$ cat src/dsds_pkg.sv
// Package for the dust sensor display smoother: register indexes, reset
// values, scaling constants, level codes and the small modulo helpers.
// No dependencies.
package dsds_pkg;

   // Default block length of the sample accumulator
   localparam int SAMPLES_DEFAULT = 16;

   localparam int ADC_W     = 12;
   localparam int RND_W     = 15;
   localparam int VALUE_W   = 10;
   localparam int LEVEL_W   = 2;
   localparam int CSR_IDX_W = 3;
   localparam int CSR_DW    = 16;
   localparam int TICK_W    = 16;
   localparam int CONF_W    = 8;
   localparam int OFFSET_W  = 16;

   // mean * 50000 / 4096 gives tenth-millivolts
   localparam logic [15:0] MV_SCALE       = 16'd50000;
   localparam int          MV_SHIFT       = 12;
   localparam int          MV_PROD_W      = ADC_W + 16;
   localparam int          TENTH_W        = 16;
   // x / 56 = (x >> 3) / 7; (y * 9363) >> 16 is exact for y < 8192
   localparam int          EST_PRE_SHIFT  = 3;
   localparam int          EST_Y_W        = TENTH_W - EST_PRE_SHIFT;
   localparam logic [13:0] EST_RECIP      = 14'd9363;
   localparam int          EST_RECIP_SH   = 16;
   localparam int          EST_PROD_W     = EST_Y_W + 14;

   typedef enum logic [CSR_IDX_W-1:0] {
      CSR_OFFSET_MV        = 3'd0,
      CSR_JUMP_MARGIN      = 3'd1,
      CSR_CONFIRM_COUNT    = 3'd2,
      CSR_UPDATE_PERIOD    = 3'd3,
      CSR_LEVEL_GOOD_MAX   = 3'd4,
      CSR_LEVEL_FAIR_MAX   = 3'd5,
      CSR_LEVEL_MEDIUM_MAX = 3'd6,
      CSR_DISPLAY_MAX      = 3'd7
   } csr_index_type;

   typedef enum logic [LEVEL_W-1:0] {
      LEVEL_EXCELLENT = 2'd0,
      LEVEL_GOOD      = 2'd1,
      LEVEL_MEDIUM    = 2'd2,
      LEVEL_BAD       = 2'd3
   } air_level_type;

   localparam logic [OFFSET_W-1:0] OFFSET_MV_RST        = 16'd3800;
   localparam logic [VALUE_W-1:0]  JUMP_MARGIN_RST      = 10'd20;
   localparam logic [CONF_W-1:0]   CONFIRM_COUNT_RST    = 8'd5;
   localparam logic [TICK_W-1:0]   UPDATE_PERIOD_RST    = 16'd200;
   localparam logic [VALUE_W-1:0]  LEVEL_GOOD_MAX_RST   = 10'd100;
   localparam logic [VALUE_W-1:0]  LEVEL_FAIR_MAX_RST   = 10'd200;
   localparam logic [VALUE_W-1:0]  LEVEL_MEDIUM_MAX_RST = 10'd300;
   localparam logic [VALUE_W-1:0]  DISPLAY_MAX_RST      = 10'd999;
   localparam logic [VALUE_W-1:0]  SHOWN_RST            = 10'd2;

   // x % 5 by nibble folding (16 = 1 mod 5)
   function automatic logic [2:0] mod5(input logic [RND_W-1:0] x);
      logic [5:0] s1;
      logic [4:0] s2;
      logic [4:0] s3;
      logic [4:0] s4;
      logic [4:0] s5;
      s1 = {2'b00, x[3:0]} + {2'b00, x[7:4]} + {2'b00, x[11:8]} + {3'b000, x[14:12]};
      s2 = {3'b000, s1[5:4]} + {1'b0, s1[3:0]};
      s3 = (s2 >= 5'd15) ? s2 - 5'd15 : s2;
      s4 = (s3 >= 5'd10) ? s3 - 5'd10 : s3;
      s5 = (s4 >= 5'd5) ? s4 - 5'd5 : s4;
      return s5[2:0];
   endfunction

   // x % 10 from x % 5 and the parity of x
   function automatic logic [3:0] mod10(input logic [RND_W-1:0] x);
      logic [2:0] r5;
      r5 = mod5(x);
      return (r5[0] == x[0]) ? {1'b0, r5} : {1'b0, r5} + 4'd5;
   endfunction

endpackage

$ cat src/dust_sensor_display_smoother.sv
// Dust sensor display smoother: sample accumulator, PM2.5 estimate pipeline
// and display update logic. Depends on dsds_pkg.
//
// Usage
//   One transfer on the req_ channel is one 1 ms tick. It carries a flag that
//   a fresh ADC sample is present, the sample, and a random word. Every tick
//   produces exactly one transfer on the rsp_ channel: the shown PM2.5 value,
//   its air level and a flag telling whether this tick updated the display.
//   Both channels use valid/stall; a transfer happens on a clock edge with
//   valid high and stall low.
//   csr_ writes take effect at the edge where csr_wr_en is high. Write only
//   while no tick is in flight.
// Timing
//   After the stage 1 register, the estimate path takes four register
//   stages: divide by SAMPLES (reciprocal multiply), scale to tenth-mV
//   (one multiply), offset subtract, divide by 56 (reciprocal multiply);
//   the display update and level compare sit in the output register's
//   stage. Throughput is one tick per cycle while rsp_stall is low.
// Reset and stall
//   Synchronous reset clears the pipeline, the accumulator, the tick counter
//   and the confirm counter, sets the shown value to 2 at excellent level
//   and loads the register defaults. While rsp_stall is high the output
//   holds; bubbles in the pipeline keep filling, and req_stall rises only
//   once all six stages hold a tick.
module dust_sensor_display_smoother #(
   parameter int SAMPLES = dsds_pkg::SAMPLES_DEFAULT
) (
   input  logic                            clock,
   input  logic                            reset,
   // tick input
   input  logic                            req_valid,
   output logic                            req_stall,
   input  logic                            req_sample_valid,
   input  logic [dsds_pkg::ADC_W-1:0]      req_adc_sample,
   input  logic [dsds_pkg::RND_W-1:0]      req_random_word,
   // display result
   output logic                            rsp_valid,
   input  logic                            rsp_stall,
   output logic [dsds_pkg::VALUE_W-1:0]    rsp_shown_value,
   output logic [dsds_pkg::LEVEL_W-1:0]    rsp_air_level,
   output logic                            rsp_updated,
   // register writes
   input  logic                            csr_wr_en,
   input  logic [dsds_pkg::CSR_IDX_W-1:0]  csr_index,
   input  logic [dsds_pkg::CSR_DW-1:0]     csr_wdata
);

   // accumulator widths follow from the block length
   localparam int SumW     = $clog2(SAMPLES * 4095 + 1);
   localparam int CntW     = $clog2(SAMPLES + 1);
   // floor(sum / SAMPLES) = (sum * DivMult) >> DivShift, exact for sum < 2**SumW
   localparam int DivShift = SumW + $clog2(SAMPLES);
   localparam int DivMultW = DivShift + 1;
   localparam logic [DivMultW-1:0] DivMult =
      DivMultW'(((1 << DivShift) + SAMPLES - 1) / SAMPLES);
   localparam int DivProdW = SumW + DivMultW;
   localparam int NStages  = 5;

   localparam int VW = dsds_pkg::VALUE_W;
   localparam int CW = dsds_pkg::CONF_W;

   // ---------------- configuration registers ----------------
   logic [dsds_pkg::OFFSET_W-1:0] offset_mv_ff;
   logic [VW-1:0]                 jump_margin_ff;
   logic [CW-1:0]                 confirm_count_ff;
   logic [dsds_pkg::TICK_W-1:0]   update_period_ff;
   logic [VW-1:0]                 level_good_max_ff;
   logic [VW-1:0]                 level_fair_max_ff;
   logic [VW-1:0]                 level_medium_max_ff;
   logic [VW-1:0]                 display_max_ff;

   always_ff @(posedge clock) begin
      if (reset) begin
         offset_mv_ff        <= dsds_pkg::OFFSET_MV_RST;
         jump_margin_ff      <= dsds_pkg::JUMP_MARGIN_RST;
         confirm_count_ff    <= dsds_pkg::CONFIRM_COUNT_RST;
         update_period_ff    <= dsds_pkg::UPDATE_PERIOD_RST;
         level_good_max_ff   <= dsds_pkg::LEVEL_GOOD_MAX_RST;
         level_fair_max_ff   <= dsds_pkg::LEVEL_FAIR_MAX_RST;
         level_medium_max_ff <= dsds_pkg::LEVEL_MEDIUM_MAX_RST;
         display_max_ff      <= dsds_pkg::DISPLAY_MAX_RST;
      end else if (csr_wr_en) begin
         unique case (dsds_pkg::csr_index_type'(csr_index))
            dsds_pkg::CSR_OFFSET_MV:        offset_mv_ff        <= csr_wdata;
            dsds_pkg::CSR_JUMP_MARGIN:      jump_margin_ff      <= csr_wdata[VW-1:0];
            dsds_pkg::CSR_CONFIRM_COUNT:    confirm_count_ff    <= csr_wdata[CW-1:0];
            dsds_pkg::CSR_UPDATE_PERIOD:    update_period_ff    <= csr_wdata;
            dsds_pkg::CSR_LEVEL_GOOD_MAX:   level_good_max_ff   <= csr_wdata[VW-1:0];
            dsds_pkg::CSR_LEVEL_FAIR_MAX:   level_fair_max_ff   <= csr_wdata[VW-1:0];
            dsds_pkg::CSR_LEVEL_MEDIUM_MAX: level_medium_max_ff <= csr_wdata[VW-1:0];
            dsds_pkg::CSR_DISPLAY_MAX:      display_max_ff      <= csr_wdata[VW-1:0];
         endcase
      end
   end

   // ---------------- pipeline flow control ----------------
   // stage k may load when it is empty or its content moves on
   logic [NStages:1] st_v_ff;
   logic [NStages:1] st_rdy;
   logic             out_rdy;
   logic             req_xfer;
   logic             out_load;

   always_comb begin
      out_rdy          = !rsp_valid || !rsp_stall;
      st_rdy[NStages]  = !st_v_ff[NStages] || out_rdy;
      for (int k = NStages - 1; k >= 1; k--) begin
         st_rdy[k] = !st_v_ff[k] || st_rdy[k+1];
      end
   end

   assign req_stall = !st_rdy[1];
   assign req_xfer  = req_valid && st_rdy[1];
   assign out_load  = st_v_ff[NStages] && out_rdy;

   always_ff @(posedge clock) begin
      if (reset) begin
         st_v_ff <= '0;
      end else begin
         if (st_rdy[1]) begin
            st_v_ff[1] <= req_valid;
         end
         for (int k = 2; k <= NStages; k++) begin
            if (st_rdy[k]) begin
               st_v_ff[k] <= st_v_ff[k-1];
            end
         end
      end
   end

   // ---------------- accept: accumulator and tick counter ----------------
   logic [SumW-1:0]               sum_ff;
   logic [SumW-1:0]               sum_in;
   logic [CntW-1:0]               count_ff;
   logic [CntW-1:0]               count_in;
   logic                          block_done;
   logic [dsds_pkg::TICK_W-1:0]   tick_ff;
   logic [dsds_pkg::TICK_W-1:0]   tick_in;
   logic                          tick_upd;

   always_comb begin
      sum_in     = sum_ff + SumW'(req_adc_sample);
      count_in   = count_ff + CntW'(1);
      block_done = req_sample_valid && (count_in == CntW'(SAMPLES));
      tick_in    = tick_ff + dsds_pkg::TICK_W'(1);
      tick_upd   = tick_in > update_period_ff;
   end

   always_ff @(posedge clock) begin
      if (reset) begin
         sum_ff   <= '0;
         count_ff <= '0;
         tick_ff  <= '0;
      end else if (req_xfer) begin
         if (req_sample_valid) begin
            sum_ff   <= block_done ? '0 : sum_in;
            count_ff <= block_done ? '0 : count_in;
         end
         tick_ff <= tick_upd ? '0 : tick_in;
      end
   end

   // ---------------- stage 1: block sum, random word ----------------
   logic [SumW-1:0]               st1_sum_ff;
   logic                          st1_done_ff;
   logic                          st1_upd_ff;
   logic [dsds_pkg::RND_W-1:0]    st1_rnd_ff;

   always_ff @(posedge clock) begin
      if (st_rdy[1]) begin
         st1_sum_ff  <= sum_in;
         st1_done_ff <= block_done;
         st1_upd_ff  <= tick_upd;
         st1_rnd_ff  <= req_random_word;
      end
   end

   // ---------------- stage 2: sum * reciprocal, random residues ----------------
   logic [DivProdW-1:0]           st2_prod_ff;
   logic                          st2_done_ff;
   logic                          st2_upd_ff;
   logic [3:0]                    st2_r10_ff;
   logic [2:0]                    st2_r5_ff;

   always_ff @(posedge clock) begin
      if (st_rdy[2]) begin
         st2_prod_ff <= DivProdW'(st1_sum_ff) * DivProdW'(DivMult);
         st2_done_ff <= st1_done_ff;
         st2_upd_ff  <= st1_upd_ff;
         st2_r10_ff  <= dsds_pkg::mod10(st1_rnd_ff);
         st2_r5_ff   <= dsds_pkg::mod5(st1_rnd_ff);
      end
   end

   // ---------------- stage 3: mean * 50000 ----------------
   logic [dsds_pkg::ADC_W-1:0]     st2_mean;
   logic [dsds_pkg::MV_PROD_W-1:0] st3_prod_ff;
   logic                           st3_done_ff;
   logic                           st3_upd_ff;
   logic [3:0]                     st3_r10_ff;
   logic [2:0]                     st3_r5_ff;

   assign st2_mean = st2_prod_ff[DivShift +: dsds_pkg::ADC_W];

   always_ff @(posedge clock) begin
      if (st_rdy[3]) begin
         st3_prod_ff <= dsds_pkg::MV_PROD_W'(st2_mean) *
                        dsds_pkg::MV_PROD_W'(dsds_pkg::MV_SCALE);
         st3_done_ff <= st2_done_ff;
         st3_upd_ff  <= st2_upd_ff;
         st3_r10_ff  <= st2_r10_ff;
         st3_r5_ff   <= st2_r5_ff;
      end
   end

   // ---------------- stage 4: tenth-mV minus offset, floored ----------------
   logic [dsds_pkg::TENTH_W-1:0]  st3_tenth;
   logic [dsds_pkg::TENTH_W-1:0]  st3_net;
   logic [dsds_pkg::EST_Y_W-1:0]  st4_y_ff;
   logic                          st4_done_ff;
   logic                          st4_upd_ff;
   logic [3:0]                    st4_r10_ff;
   logic [2:0]                    st4_r5_ff;

   always_comb begin
      st3_tenth = st3_prod_ff[dsds_pkg::MV_SHIFT +: dsds_pkg::TENTH_W];
      st3_net   = (st3_tenth > offset_mv_ff) ? st3_tenth - offset_mv_ff : '0;
   end

   always_ff @(posedge clock) begin
      if (st_rdy[4]) begin
         st4_y_ff    <= st3_net[dsds_pkg::TENTH_W-1:dsds_pkg::EST_PRE_SHIFT];
         st4_done_ff <= st3_done_ff;
         st4_upd_ff  <= st3_upd_ff;
         st4_r10_ff  <= st3_r10_ff;
         st4_r5_ff   <= st3_r5_ff;
      end
   end

   // ---------------- stage 5: divide by 7 via reciprocal ----------------
   logic [dsds_pkg::EST_PROD_W-1:0] st5_prod_ff;
   logic                            st5_done_ff;
   logic                            st5_upd_ff;
   logic [3:0]                      st5_r10_ff;
   logic [2:0]                      st5_r5_ff;

   always_ff @(posedge clock) begin
      if (st_rdy[5]) begin
         st5_prod_ff <= dsds_pkg::EST_PROD_W'(st4_y_ff) *
                        dsds_pkg::EST_PROD_W'(dsds_pkg::EST_RECIP);
         st5_done_ff <= st4_done_ff;
         st5_upd_ff  <= st4_upd_ff;
         st5_r10_ff  <= st4_r10_ff;
         st5_r5_ff   <= st4_r5_ff;
      end
   end

   // ---------------- output stage: display update ----------------
   // The shown value, level and confirm counter are the block's display
   // state; the shown value and level double as the output register.
   logic [VW-1:0]                 est_ff;
   logic [VW-1:0]                 est_in;
   logic [VW-1:0]                 shown_ff;
   logic [VW-1:0]                 shown_in;
   dsds_pkg::air_level_type       level_ff;
   dsds_pkg::air_level_type       level_in;
   logic [CW-1:0]                 conf_ff;
   logic [CW-1:0]                 conf_in;
   logic                          rsp_valid_ff;
   logic                          updated_ff;

   logic [VW-1:0]                 s_step;
   logic [CW-1:0]                 conf_inc;
   logic                          big_drop;

   always_comb begin
      est_in   = st5_done_ff ? st5_prod_ff[dsds_pkg::EST_RECIP_SH +: VW] : est_ff;
      shown_in = shown_ff;
      level_in = level_ff;
      conf_in  = conf_ff;
      s_step   = shown_ff;
      conf_inc = (conf_ff != '1) ? conf_ff + CW'(1) : conf_ff;
      big_drop = ({1'b0, est_in} + {1'b0, jump_margin_ff}) < {1'b0, shown_ff};

      if (st5_upd_ff) begin
         if (big_drop) begin
            // step down by a random 0..9, floored at zero
            s_step = (shown_ff > VW'(st5_r10_ff)) ? shown_ff - VW'(st5_r10_ff) : '0;
         end else if (est_in > shown_ff) begin
            // only a large rise is taken at once
            if ((est_in - shown_ff) > jump_margin_ff) begin
               s_step = est_in;
            end
         end else begin
            // small drop or equal: adopt after enough confirming updates
            conf_in = conf_inc;
            if (conf_inc >= confirm_count_ff) begin
               conf_in = '0;
               s_step  = (est_in == '0) ? VW'(st5_r5_ff) + VW'(1) : est_in;
            end
         end

         shown_in = (s_step >= display_max_ff) ? display_max_ff : s_step;

         if (shown_in <= level_good_max_ff) begin
            level_in = dsds_pkg::LEVEL_EXCELLENT;
         end else if (shown_in <= level_fair_max_ff) begin
            level_in = dsds_pkg::LEVEL_GOOD;
         end else if (shown_in <= level_medium_max_ff) begin
            level_in = dsds_pkg::LEVEL_MEDIUM;
         end else begin
            level_in = dsds_pkg::LEVEL_BAD;
         end
      end
   end

   always_ff @(posedge clock) begin
      if (reset) begin
         rsp_valid_ff <= 1'b0;
         est_ff       <= '0;
         shown_ff     <= dsds_pkg::SHOWN_RST;
         level_ff     <= dsds_pkg::LEVEL_EXCELLENT;
         conf_ff      <= '0;
         updated_ff   <= 1'b0;
      end else begin
         if (out_rdy) begin
            rsp_valid_ff <= st_v_ff[NStages];
         end
         if (out_load) begin
            est_ff     <= est_in;
            shown_ff   <= shown_in;
            level_ff   <= level_in;
            conf_ff    <= conf_in;
            updated_ff <= st5_upd_ff;
         end
      end
   end

   assign rsp_valid       = rsp_valid_ff;
   assign rsp_shown_value = shown_ff;
   assign rsp_air_level   = level_ff;
   assign rsp_updated     = updated_ff;

   // ---------------- assertions ----------------
   // a tick without an update leaves the shown value alone
   a_no_update_hold: assert property (@(posedge clock) disable iff (reset)
      (out_load && !st5_upd_ff) |=> $stable(shown_ff))
      else $error("shown value moved on a tick without update");

   // the sample counter wraps before it reaches the block length
   a_count_range: assert property (@(posedge clock) disable iff (reset)
      count_ff < CntW'(SAMPLES))
      else $error("sample counter reached block length");

   // an updating tick restarts the tick counter
   a_tick_restart: assert property (@(posedge clock) disable iff (reset)
      (req_xfer && tick_upd) |=> (tick_ff == '0))
      else $error("tick counter not restarted after update");

   // input is held off only with every stage and the output full
   a_stall_full: assert property (@(posedge clock) disable iff (reset)
      req_stall |-> ((&st_v_ff) && rsp_valid && rsp_stall))
      else $error("input stalled with a free pipeline stage");

endmodule

$ cat config.mk
export PLATFORM = sky130hd
export DESIGN_NAME = dust_sensor_display_smoother
export DESIGN_NICKNAME = d
export VERILOG_FILES = /design/src/dsds_pkg.sv /design/src/dust_sensor_display_smoother.sv
export SDC_FILE = /design/constraint.sdc
export NUM_CORES = 1
export LEC_CHECK = 0
export BUFFER_PORTS_ARGS = -buffer_cell sky130_fd_sc_hd__buf_2
export CORE_UTILIZATION = 40
export CTS_BUF_LIST = sky130_fd_sc_hd__clkbuf_4
export CTS_CLUSTER_SIZE = 10
export DETAILED_ROUTE_END_ITERATION = 6
export GPL_TIMING_DRIVEN = 0
export PLACE_DENSITY_LB_ADDON = 0.3
export SLEW_MARGIN = 20
export SYNTH_ARGS = -nofsm -noshare
export SYNTH_HDL_FRONTEND = slang
export SYNTH_SLANG_ARGS = --single-unit
$ cat constraint.sdc
create_clock -name clock -period 11.1 [get_ports clock]
set_input_delay 2.22 -clock clock [delete_from_list [all_inputs] [get_ports clock]]
set_output_delay 2.22 -clock clock [all_outputs]
set_load 0.02 [all_outputs]
* Yosys cells after proc, flatten, opt, wreduce, memory -nomap -nowiden
Index checks and enable logic that the tools add are counted.
** Storage, ports and cells
- Bits in registers :: 312
- Latch bits :: 0
- RAM bits :: 0
- Bits in read-only memories :: 0
- Input port bits :: 52
- Output and inout bits :: 15
- Word-level logic and storage cells :: 143
- Memories :: 0
** Cells by class
- Add/subtract/negate cells :: 17
- $mul :: 2
- Divide/modulo/power cells :: 0
- Order comparisons :: 14
- Equal/unequal tests :: 10
- Shift-type cells :: 0
- Muxes and demuxes :: 21
- Bitwise logic cells :: 2
- Reduce and logical (&&, ||, !) cells :: 30
** Operators by type and width (number)
- $mux W10 :: 9
- $gt A16 B16 Y1 :: 2
- $mux W16 :: 2
- $le A10 B10 Y1 :: 3
- $mul A13 B14 Y26 const B :: 1
- $mul A12 B12 Y24 const B :: 1
- $gt A10 B10 Y1 :: 2
- $reduce_and A2 Y1 :: 10
- $add A16 B1 Y16 const B :: 1
- $add A16 B12 Y16 :: 1
- $mux W8 :: 2
- $sub A16 B16 Y16 :: 1
- $mux W5 :: 3
- $eq A3 B3 Y1 const B :: 4
- $add A10 B10 Y11 :: 1
- $lt A11 B10 Y1 :: 1
- $ge A10 B10 Y1 :: 1
- $ge A5 B4 Y1 const B :: 2
- $gt A10 B4 Y1 :: 1
- $logic_not A10 Y1 :: 1
- $sub A10 B10 Y10 :: 1
- $sub A10 B4 Y10 :: 1
- $sub A5 B4 Y5 const B :: 2
- $add A8 B1 Y8 const B :: 1
- other kinds (24) :: 42

* Longest topological paths before layout
- Depth after elaboration :: 13
- Depth in mapped cells :: 44
- Gate-level depth less buffers :: 43

* Worst setup path after synthesis
Ideal clock, no wire load.
- Path type :: reg2reg
- Start point :: reg st5_done_ff
- End point :: reg level_ff[1] (netlist: rsp_air_level[1])
- Setup time :: 128 ps
- Data arrival time :: 7976 ps
- Data required time :: 10972 ps
- Setup slack :: 2996 ps
- Cell stages (with the launch flop) :: 42
- Buffers on the path :: 3
- Clock period less this slack :: 8104 ps
- Cell sequence :: edfxtp_1 > buf_2 > mux2i_1 > inv_1 > ha_1 > nor2b_1 > o21ai_0 > a21boi_0 > o21ai_0 > a21boi_0 > o21a_1 > o21ai_0 > nand2b_1 > a21oi_1 > xnor2_1 > ha_1 > and3_1 > nand4_1 > [6 not listed] > ha_1 > nand2b_1 > a21o_1 > a21o_1 > a21o_1 > a21oi_1 > o21ai_0 > a21oi_1 > clkbuf_1 > buf_1 > a31oi_1 > ha_1 > a21o_1 > a21o_1 > a2111oi_0 > a311oi_1 > a32oi_1 > nor2_1
** On the way
- Word-level cells in the longest chain between the ends :: 12
- Elaborated cells on any way between the ends :: 19
- Those cells by class :: add/sub: 2; order compare: 6; mux: 10; reduce/logical: 1
** Ends and longest elaborated chain
- start, declared :: line dust_sensor_display_smoother.sv:242 : logic st5_done_ff;
- start signal, assigned :: line dust_sensor_display_smoother.sv:251 : st5_done_ff <= st4_done_ff;
- $mux W10 * :: line dust_sensor_display_smoother.sv:277 : est_in = st5_done_ff ? st5_prod_ff[dsds_pkg::EST_RECIP_SH +: VW] : est_ff;
- named net est_in[1] :: line dust_sensor_display_smoother.sv:262 : logic [VW-1:0] est_in;
- $sub A10 B10 Y10 / $logic_not A10 Y1 (equally long branches) :: line dust_sensor_display_smoother.sv:291, dust_sensor_display_smoother.sv:299
- $gt A10 B10 Y1 / $mux W10 (equally long branches) :: line dust_sensor_display_smoother.sv:291, dust_sensor_display_smoother.sv:299
- $mux W10 (on tied branches) :: line dust_sensor_display_smoother.sv:291, dust_sensor_display_smoother.sv:297
- $mux W10 :: line dust_sensor_display_smoother.sv:289 : end else if (est_in > shown_ff) begin
- $mux W10 * :: line dust_sensor_display_smoother.sv:286 : if (big_drop) begin
- $mux W10 * :: line dust_sensor_display_smoother.sv:285 : if (st5_upd_ff) begin
- $ge A10 B10 Y1 :: line dust_sensor_display_smoother.sv:303 : shown_in = (s_step >= display_max_ff) ? display_max_ff : s_step;
- $mux W10 * :: line dust_sensor_display_smoother.sv:303
- $le A10 B10 Y1 :: line dust_sensor_display_smoother.sv:307 : end else if (shown_in <= level_fair_max_ff) begin
- $mux W2 :: line dust_sensor_display_smoother.sv:307
- $mux W2 * :: line dust_sensor_display_smoother.sv:305 : if (shown_in <= level_good_max_ff) begin
- end signal, assigned :: line dust_sensor_display_smoother.sv:322 : level_ff <= dsds_pkg::LEVEL_EXCELLENT;
- end signal, assigned :: line dust_sensor_display_smoother.sv:332 : level_ff <= level_in;
- end, declared :: line dust_sensor_display_smoother.sv:265 : dsds_pkg::air_level_type level_ff;
The timed path passes the listed nets; every way through them passes the cells marked *. The select of a mux whose other input is x is not followed.
A chain may end at the register's enable or synchronous reset.

* Final worst setup path
Ends and elaborated chain as after synthesis.

==> results.md <==
* Result of the run: finished with violations
* Failing checks: design-rule violations
* CP peak stage delay at 730 ps
* Die area at about 0.051 mm^2
* Synth unique cells at 85
* Final setup TNS at 0 ps
* WS Path Type: register to register
* Reg-to-reg slack, setup at 910 ps
* Startpoint type of the worst setup path: register
* # rows at 81
* IO Count at 67
* Max Cap Viol at 0
* Final Power at 4.87 mW
* Area of the mapped netlist at 0.0200 mm^2
* CTS Buf Count at 80
* Worst hold margin at 393 ps
* Nets at between 2,000 and 3,000
* Drc violations at 3
* Slew Viols, Final at 0
* Hold_sp: st1_sum_ff[14]
* Synth warnings at 0
* EDFF count, synth at 116
* Clock sink count at 280
* Syn-to-layout area delta at 10.9%
* CTS tree: yes
* Wire per inst at 16.0 um
* Layout cells sized above 1 at 0.102
* CTS Hold Buffers Added at 0
* Data required, critical path at 11,790 ps
* Worst hold path cell count at 0
* Slew @ Worst Pin at roughly 1000 ps
* Critical R2R Capture: rsp_air_level[1]
* Core ar. at approximately 0.05 mm^2
* Crit end category: register
* Crit path DAT at 10,880 ps
* Fin crit share at 0.918
* Average size of a mapped cell at 9.40 um^2
* Post-Synthesis Cells at 2,122
* Vias/cell at 5.20
* Cell repeated most along the worst path: a21o_1
* Endpoints failing setup at 0
* Slowest CP cell: nor4b_1
* RSZ-0062 raised after global routing: false
* Number of global-route vias before repair at 15,600
* Final hold vios at 0
* PwrDens at 220 mW/mm^2
* Fin crit period at 10,190 ps
* Worst path bufs/invs at 4
* Die Wd at 225 um
* Leakage at 10.5 nW
* HP Class: register to register
* RD Place Congestion at 0.912
* Antenna violation net count after detailed routing at 0
* Clock Path Buffers at 3
* Synthesized Nets at 2,553
* Crit-path leading delay family: compound AO/OA/AOI/OAI gates
* Post-layout util at 0.451
* Final WL at 47,900 um
* Multi-input logic area at 0.0119 mm^2
* Port bufs at 55
* Routed vias at about 16,000
* Total track usage at 0.193
* Setup Buffers After CTS at 0
* CTS resizes at 0
* H-tree levels at 3
* Peak VDD IR at 0.253 mV
* Fillers at 4,762
* Gr ovfl total at 0
* Setup Skew at 90.3 ps
* Crit-path max FO at 10
* Drt initial violations at 783
* FMAX at 0.0981 GHz
* First-pass GRT wire length at 77,400 um
* Clk_lat worst skew at approximately 830 ps
* Slew Limit Headroom at 0.347
* Top FF cell, synth: dfxtp_1
* Initial Util at 0.407
* Post-synthesis sequential area ratio at 0.339
* Register area at 0.00677 mm^2
* Detailed Routing Iterations Pass 1 at 7
* Ys async rst share at 0
* Antenna violations before repair at 1
* RR Startpoint: st5_done_ff
* CTS Root Cell: clkbuf_4
* FF+latch count, synth at 280
* Die height at 225 um
* DP HPWL at 37,200 um
* Largest net degree at the start of global routing at 26
* Clk pin slew, worst setup/hold paths at around 70 ps
* Hold EP: st2_prod_ff[30]
* Worst reg-to-reg path cell count at 41
## report_power, final
part           switching (mW)  total [mW]  internal [mW]
sequential             0.0846        1.40           1.31
combinational            1.40        2.51           1.11
clock                   0.460       0.965          0.506
## state kept, by name (all words and copies together), names as in the netlist, 8 cells and up
| register | cells |
|---|---|
| level_fair_max_ff | 10 |
| display_max_ff | 10 |
| update_period_ff | 16 |
| st1_sum_ff | 12 |
| st5_prod_ff | 10 |
| st2_prod_ff | 12 |
| st1_rnd_ff | 15 |
| offset_mv_ff | 16 |
| level_medium_max_ff | 10 |
| level_good_max_ff | 10 |
| conf_ff | 8 |
| est_ff | 10 |
| rsp_shown_value | 10 |
| confirm_count_ff | 8 |
| jump_margin_ff | 10 |
| sum_ff | 16 |
| st4_y_ff | 13 |
| tick_ff | 16 |
| st3_prod_ff | 16 |
## Yosys cell counts, types with 20 or more instances
cell type,number,area share
nand4_1,23,0.0072
o21a_1,28,0.011
nor2_1,145,0.027
o21ai_0,49,0.012
nand2_1,227,0.043
inv_1,270,0.051
fa_1,65,0.065
a21o_1,49,0.018
nor3_1,22,0.0055
nor2b_1,20,0.0063
nand2b_1,27,0.0085
edfxtp_1,116,0.17
mux2i_1,20,0.010
nand3_1,46,0.012
dfxtp_1,164,0.16
ha_1,314,0.20
clkbuf_1,40,0.0075
o211ai_1,38,0.014
a21oi_1,138,0.035
xnor2_1,58,0.025
xor2_1,37,0.016
## cell type report
cell class,count,share of cell area
Buffer,58,0.0109
Antenna cell,1,0.000113
Inverter,271,0.0460
Clock inverter,27,0.00696
Timing Repair Buffer,56,0.0137
Sequential cell,280,0.306
Tap cell,664,0.0376
Multi-Input combinational cell,1513,0.539
Clock buffer,116,0.0394
## cells in the final DEF, fill, tap and decap left out, types with 10 or more instances in the layout
cell type,n
and2_1,15
xor2_1,37
nand2b_1,27
a21oi_1,138
dfxtp_1,164
o211ai_1,38
o21a_1,28
nand2_1,227
and3_1,15
mux2_2,10
nor2_1,145
nor2b_1,20
clkinv_1,17
a31oi_1,15
xnor2_1,58
buf_2,60
nor3_1,22
a211oi_1,13
clkbuf_1,40
ha_1,314
inv_1,270
edfxtp_1,116
nand4_1,23
nand3_1,45
clkbuf_4,116
mux2i_1,20
fa_1,65
o21ai_0,49
a21o_1,49
## through the flow
stage                     area (um^2)  instances  setup WS [ps]
after global routing            22100       2986           49.0
after CTS                       22100       2985           1060
after global placement          21100       2841           1160
after floorplan                 20000       2122           3000
after detailed placement        21100       2842           1070
final                           22100       2986            910
## logic make-up after synthesis
logic type / Yosys count / share of synthesized area
AND/OR/NAND/NOR: 589 / 0.137
AO/OA/AOI/OAI: 417 / 0.138
adder cells (fa/ha/maj): 379 / 0.262
buffers and inverters: 329 / 0.0631
flip-flops: 280 / 0.339
XOR/XNOR: 98 / 0.0442
multiplexers: 30 / 0.0157
## routing by layer
| metal | global-route usage | up-vias | part of all wire | wire length [um] |
|---|---|---|---|---|
| met3 | 0.0347 | 100 | 0.052 | 2480 |
| li1 | - | 7704 | - | - |
| met4 | 0.0819 | 0 | 0.028 | 1350 |
| met2 | 0.329 | 393 | 0.48 | 22800 |
| met5 | 0 | - | 0 | 0 |
| met1 | 0.238 | 7319 | 0.44 | 21200 |
## worst max-delay path by stage
stage	startpoint	endpoint	slack [ps]	depth (start not counted)
4_1_cts	st5_done_ff	rsp_air_level[1]	1060	41
6_report	st5_done_ff	rsp_air_level[1]	910	41
5_1_grt	st5_done_ff	rsp_air_level[1]	50	41
3_3_place_gp	st5_done_ff	rsp_air_level[1]	1160	42
3_5_place_dp	st5_done_ff	rsp_air_level[1]	1070	41
2_1_floorplan	st5_done_ff	rsp_air_level[1]	3000	41
Power figures use the tool's default switching activity.
